==> src/rtl/tvfg_pkg.sv <==
// Shared types, constants and tables of the torus vertex frame generator.
package tvfg_pkg;

  // Field and register widths.
  localparam int IDX_W      = 11;
  localparam int CNT_W      = 11;
  localparam int RAD_W      = 16;
  localparam int CFG_W      = 16;
  localparam int CFG_IDX_W  = 2;
  localparam int COMP_W     = 32;
  localparam int KIND_W     = 3;
  localparam int NUM_KINDS  = 5;

  // Angle resolution and texture fraction bits.
  localparam int ANGLE_BITS = 16;
  localparam int FRAC_W     = 16;
  localparam int TEX_W      = IDX_W + FRAC_W;

  // Angle unit: one divider stage per quotient bit, one stage per rotation.
  localparam int DIV_STAGES   = TEX_W;
  localparam int CORDIC_STEPS = 30;
  localparam int CW           = 34;
  localparam int UNIT_W       = 18;
  localparam int ANGLE_LAT    = DIV_STAGES + CORDIC_STEPS + 3;

  // Queue between the angle front and the vector back.
  localparam int QDEPTH = 16;
  localparam int QPTR_W = $clog2(QDEPTH);
  localparam int QCNT_W = $clog2(QDEPTH + 1);

  localparam logic signed [CW-1:0] CORDIC_GAIN = 34'sd652032874;

  // Arctangent of 2^-k in units of 2^-32 turns.
  localparam logic [31:0] ATAN_TURNS [CORDIC_STEPS] = '{
    32'h20000000, 32'h12E4051D, 32'h09FB385B, 32'h051111D4, 32'h028B0D43,
    32'h0145D7E1, 32'h00A2F61E, 32'h00517C55, 32'h0028BE53, 32'h00145F2E,
    32'h000A2F98, 32'h000517CC, 32'h00028BE6, 32'h000145F3, 32'h0000A2F9,
    32'h0000517C, 32'h000028BE, 32'h0000145F, 32'h00000A2F, 32'h00000517,
    32'h0000028B, 32'h00000145, 32'h000000A2, 32'h00000051, 32'h00000028,
    32'h00000014, 32'h0000000A, 32'h00000005, 32'h00000002, 32'h00000001
  };

  // Result kinds.
  localparam logic [KIND_W-1:0] KIND_POS = 3'd0;
  localparam logic [KIND_W-1:0] KIND_TEX = 3'd1;
  localparam logic [KIND_W-1:0] KIND_TAN = 3'd2;
  localparam logic [KIND_W-1:0] KIND_NRM = 3'd3;
  localparam logic [KIND_W-1:0] KIND_BIN = 3'd4;

  // Configuration register indexes.
  localparam logic [CFG_IDX_W-1:0] CFG_MINOR = 2'd0;
  localparam logic [CFG_IDX_W-1:0] CFG_MAJOR = 2'd1;
  localparam logic [CFG_IDX_W-1:0] CFG_RINGS = 2'd2;
  localparam logic [CFG_IDX_W-1:0] CFG_SIDES = 2'd3;

  typedef struct packed {
    logic [IDX_W-1:0] ring_index;
    logic [IDX_W-1:0] side_index;
  } in_item_t;

  typedef struct packed {
    logic [KIND_W-1:0]        vector_kind;
    logic signed [COMP_W-1:0] comp_x;
    logic signed [COMP_W-1:0] comp_y;
    logic signed [COMP_W-1:0] comp_z;
    logic                     degenerate;
    logic                     last_of_vertex;
  } out_item_t;

  // Angles of one vertex as they leave the front.
  typedef struct packed {
    logic [TEX_W-1:0]         tex_u;
    logic [TEX_W-1:0]         tex_v;
    logic signed [UNIT_W-1:0] cos_t;
    logic signed [UNIT_W-1:0] sin_t;
    logic signed [UNIT_W-1:0] cos_p;
    logic signed [UNIT_W-1:0] sin_p;
  } job_t;

  typedef struct packed {
    logic signed [COMP_W-1:0] x;
    logic signed [COMP_W-1:0] y;
    logic signed [COMP_W-1:0] z;
  } vec_t;

  // Queue status passed to the back.
  typedef struct packed {
    logic valid;
    logic full;
  } q_status_t;

endpackage

==> src/rtl/tvfg_queue.sv <==
// Small FIFO of angle sets between the front and the back.
module tvfg_queue (
  input  logic                 clk,
  input  logic                 rst_n,
  input  logic                 push,
  input  tvfg_pkg::job_t       wdata,
  input  logic                 pop,
  output tvfg_pkg::job_t       rdata,
  output tvfg_pkg::q_status_t  stat
);
  import tvfg_pkg::*;

  job_t              mem_r [QDEPTH];
  logic [QPTR_W-1:0] wr_r;
  logic [QPTR_W-1:0] rd_r;
  logic [QCNT_W-1:0] cnt_r;

  // Entry storage.
  always_ff @(posedge clk) begin
    if (push) begin
      mem_r[wr_r] <= wdata;
    end
  end

  // Pointers and fill count.
  always_ff @(posedge clk) begin
    if (!rst_n) begin
      wr_r  <= '0;
      rd_r  <= '0;
      cnt_r <= '0;
    end else begin
      if (push) begin
        wr_r <= wr_r + 1'b1;
      end
      if (pop) begin
        rd_r <= rd_r + 1'b1;
      end
      if (push && !pop) begin
        cnt_r <= cnt_r + 1'b1;
      end else if (!push && pop) begin
        cnt_r <= cnt_r - 1'b1;
      end
    end
  end

  assign rdata      = mem_r[rd_r];
  assign stat.valid = (cnt_r != '0);
  assign stat.full  = (cnt_r == QCNT_W'(QDEPTH));

endmodule

==> config.mk <==
export PLATFORM = sky130hd
export DESIGN_NAME = tvfg_queue
export DESIGN_NICKNAME = d
export VERILOG_FILES = /design/src/rtl/tvfg_pkg.sv /design/src/rtl/tvfg_queue.sv
export SDC_FILE = /design/constraint.sdc
export NUM_CORES = 1
export LEC_CHECK = 0
export BUFFER_PORTS_ARGS = -buffer_cell sky130_fd_sc_hd__buf_2
export CAP_MARGIN = 20
export CORE_AREA = 2 2 412 414
export DETAILED_ROUTE_END_ITERATION = 8
export DIE_AREA = 0 0 414 416
export PLACE_DENSITY = 0.61
export SLEW_MARGIN = 20
export SYNTH_ARGS = -nofsm -noshare
export SYNTH_HDL_FRONTEND = slang
export SYNTH_SLANG_ARGS = --single-unit
==> constraint.sdc <==
create_clock -name clk -period 6.6 [get_ports clk]
set_clock_uncertainty 0.05 [all_clocks]
set_input_delay 0.99 -clock clk [delete_from_list [all_inputs] [get_ports clk]]
set_output_delay 0.99 -clock clk [all_outputs]
set_load 0.01 [all_outputs]
==> impl_metrics.ini <==
[yosys]
synth_fp_nets = 3318
async_flop_share = 0
syn_area_per_cell_sq_um = 24.2
synthFlopType = edfxtp_1
synth_edf_count = 2016
syn_area_sq_um = 76900
synth_cell_types = 33
syn_inst = 3178
ys_seq_area_frac = 0.792
synth-seq-cells = 2033
yosysWarnings = 0

[global_route]
grt_pass1_vias = 35745
antenna_found_initial = 46
grt_overflow = 0
grt_pass1_wl_um = 250000
grt_max_degree = 128
grt_usage = 0.201

[critical_path]
worstSetupPathType = flop to output pin
critPathMaxFanout = 81
max_stage_delay_ns = 0.81
worst_r2r_startpoint = wr_r[2]$_SDFFE_PN0P_
cp-start-kind = flop
cp-end-kind = output pin
path_common_cell = mux4_2
worstPathArrival_ns = 3.64
worst_ep_required_time_ns = 5.56
critPathSlowestCell = dfxtp_4
worstPathCellList = buf_12, mux4_2, mux4_2, buf_2

[placement]
dp_hpwl_um = 82100
portBuffers = 257
dp_slack_ns = 2.70
dpl_cell_area_sq_um = 80900
dp_cells = 5537
gp_congestion = 0.702

[pwr]
p_sw_frac = 0.217
intPower_w = 0.0213
p_per_area_nw_per_um2 = 312
leakagePower_nw = 26.8
irDropWorstVdd_v = 0.000269
pwr-share-clk = 0.403
seqPwrFrac = 0.530
p_sw_w = 0.00590
pwr-share-comb = 0.068

[floorplanning]
rows = 151
dieArea_sq_um = 172000
ios = 258
design.core.area_sq_um = 168000
die_w_um = 414
start_util = 0.457
die_y_um = 416

[min_path]
hold_path_class = flop to flop
hp-start = cnt_r[4]$_SDFFE_PN0P_

[cells_and_area]
finalNetCount = 3663
layout-drive-gt1-share = 0.306
area_growth_pct = 13.5
fin_area_sq_um = 87200
finalNonFillerCells = 5916

[clock_network]
cts_tree = built
cts_buffers = 202
cts_resized = 0
clk_path_buf_depth = 3
htreeDepth = 4
cts_setup_buffers = 0
root_buffer = clkbuf_16
clkTransAtPathRegs_ns = 0.06
cts_sinks = 2033
holdBufCountCts = 0
clock_latency_ns = 0.83

[timing]
max_slew_margin = 0.267
whs_ns = 0.432
slew_viol_final = 0
fmax_ghz = 0.214
tightest_slew_ns = 1.10
period_needed_ns = 4.68
timing.final.ws_setup_ns = 1.92
setup_tns_ns = 0
final-hold-violation-count = 0
setup_violations = 0
rsz0062_at_grt = no
fin_crit_sh = 0.709

[detailed_routing]
num_vias = 34447
drt_wl_total_um = 173000
drtIter0Drc = 3501
first_pass_iters = 5
drtAntennaViolNets = 0
wl_per_cell_um = 29.2
drc = 0
viasPerCell = 5.82

[outcome]
status = finished clean

[run]
maxCapViolCount = 0
## cells in the final DEF, fill, tap and decap left out, drive strengths merged, types with 19 or more instances in the layout
cell    netlist  layout
mux2i       108     108
and2         28      28
buf         102     312
inv           8      19
mux4        526     526
o21ai        32      32
clkbuf       69     251
a211oi       46      46
o22ai        29      29
edfxtp     2016    2016
o221ai       29      29
clkinv        0      96
a21oi        77      77
nor2b        48      48
## path summary, 6_finish.rpt
check | cells past startpoint | endpoint | slack [ns]
max reg2reg | 3 | mem_r[1][45]$_DFFE_PP_ | 3.82
min | 2 | cnt_r[4]$_SDFFE_PN0P_ | 0.43
max | 4 | rdata[18] | 1.92
min reg2reg | 2 | cnt_r[4]$_SDFFE_PN0P_ | 0.43
## power by group through the flow
stage	registers (W)	clock network (W)	logic (W)
after floorplan	0.0147	0	0.00121
after CTS	0.0144	0.0112	0.00189
after global routing	0.0144	0.0117	0.00199
after global placement	0.0147	0	0.00187
after detailed placement	0.0147	0	0.00189
final	0.0144	0.0110	0.00184
## worst max-delay path: cells and delay by family, from the launching register on
kind | cells | cell delay (ns)
buffers and inverters | 2 | 0.68
flip-flops | 1 | 0.81
multiplexers | 2 | 1.12
## cells by family after synthesis
kind of cell	after synthesis	share of synthesized area
AOI/OAI and AO/OA	215	0.0174
DFF	2033	0.792
and+or+nand+nor	98	0.00767
xor gates and xnor gates	9	0.00103
buffers and inverters	179	0.0121
muxes	634	0.168
adders and majority gates	10	0.00173
## final cells by class
type | count | area (sq um)
Inverter | 8 | 35.0
Fill cell | 12997 | 80900
Tap cell | 2218 | 2780
Antenna cell | 8 | 20.0
Clock inverter | 120 | 1070
Sequential cell | 2033 | 60900
Multi-Input combinational cell | 966 | 15100
Clock buffer | 251 | 5240
Timing Repair Buffer | 312 | 2100
## synth_stat cells (all sizes together), types with 2 or more instances
| library cell | instances | area share |
|---|---|---|
| o221ai | 29 | 0.0033 |
| nor2b | 48 | 0.0039 |
| nor2 | 3 | 0.00015 |
| a211oi | 46 | 0.0045 |
| nand2b | 4 | 0.00033 |
| nand4 | 2 | 0.00016 |
| clkbuf | 69 | 0.0034 |
| a21oi | 77 | 0.0050 |
| o21ai | 32 | 0.0021 |
| mux4 | 526 | 0.15 |
| and2 | 28 | 0.0023 |
| xor2 | 4 | 0.00046 |
| edfxtp | 2016 | 0.79 |
| nand2 | 8 | 0.00039 |
| o22ai | 29 | 0.0024 |
| mux2i | 108 | 0.014 |
| inv | 8 | 0.00039 |
| a21o | 2 | 0.00020 |
| dfxtp | 17 | 0.0044 |
| xnor2 | 5 | 0.00057 |
| buf | 102 | 0.0083 |
| ha | 9 | 0.0015 |
## registers in the layout (all words and copies together), names as in the netlist, named ones only
signal and cells:
cnt_r 5, wr_r 4, rd_r 4, mem_r 2016
## per-layer routing
metal / vias up / global-route usage / part of all wire
met5: - / 0 / 0.0014
met4: 38 / 0.0486 / 0.020
met3: 283 / 0.0428 / 0.060
met2: 1012 / 0.325 / 0.49
met1: 18711 / 0.281 / 0.43
li1: 14403 / - / -
## per-stage QoR
stage | total power, W | utilization
after floorplan | 0.0159 | -
after global placement | 0.0166 | 0.481
after detailed placement | 0.0166 | 0.481
after CTS | 0.0275 | 0.519
after global routing | 0.0281 | 0.519
final | 0.0272 | 0.519
Power figures use the tool's default switching activity.
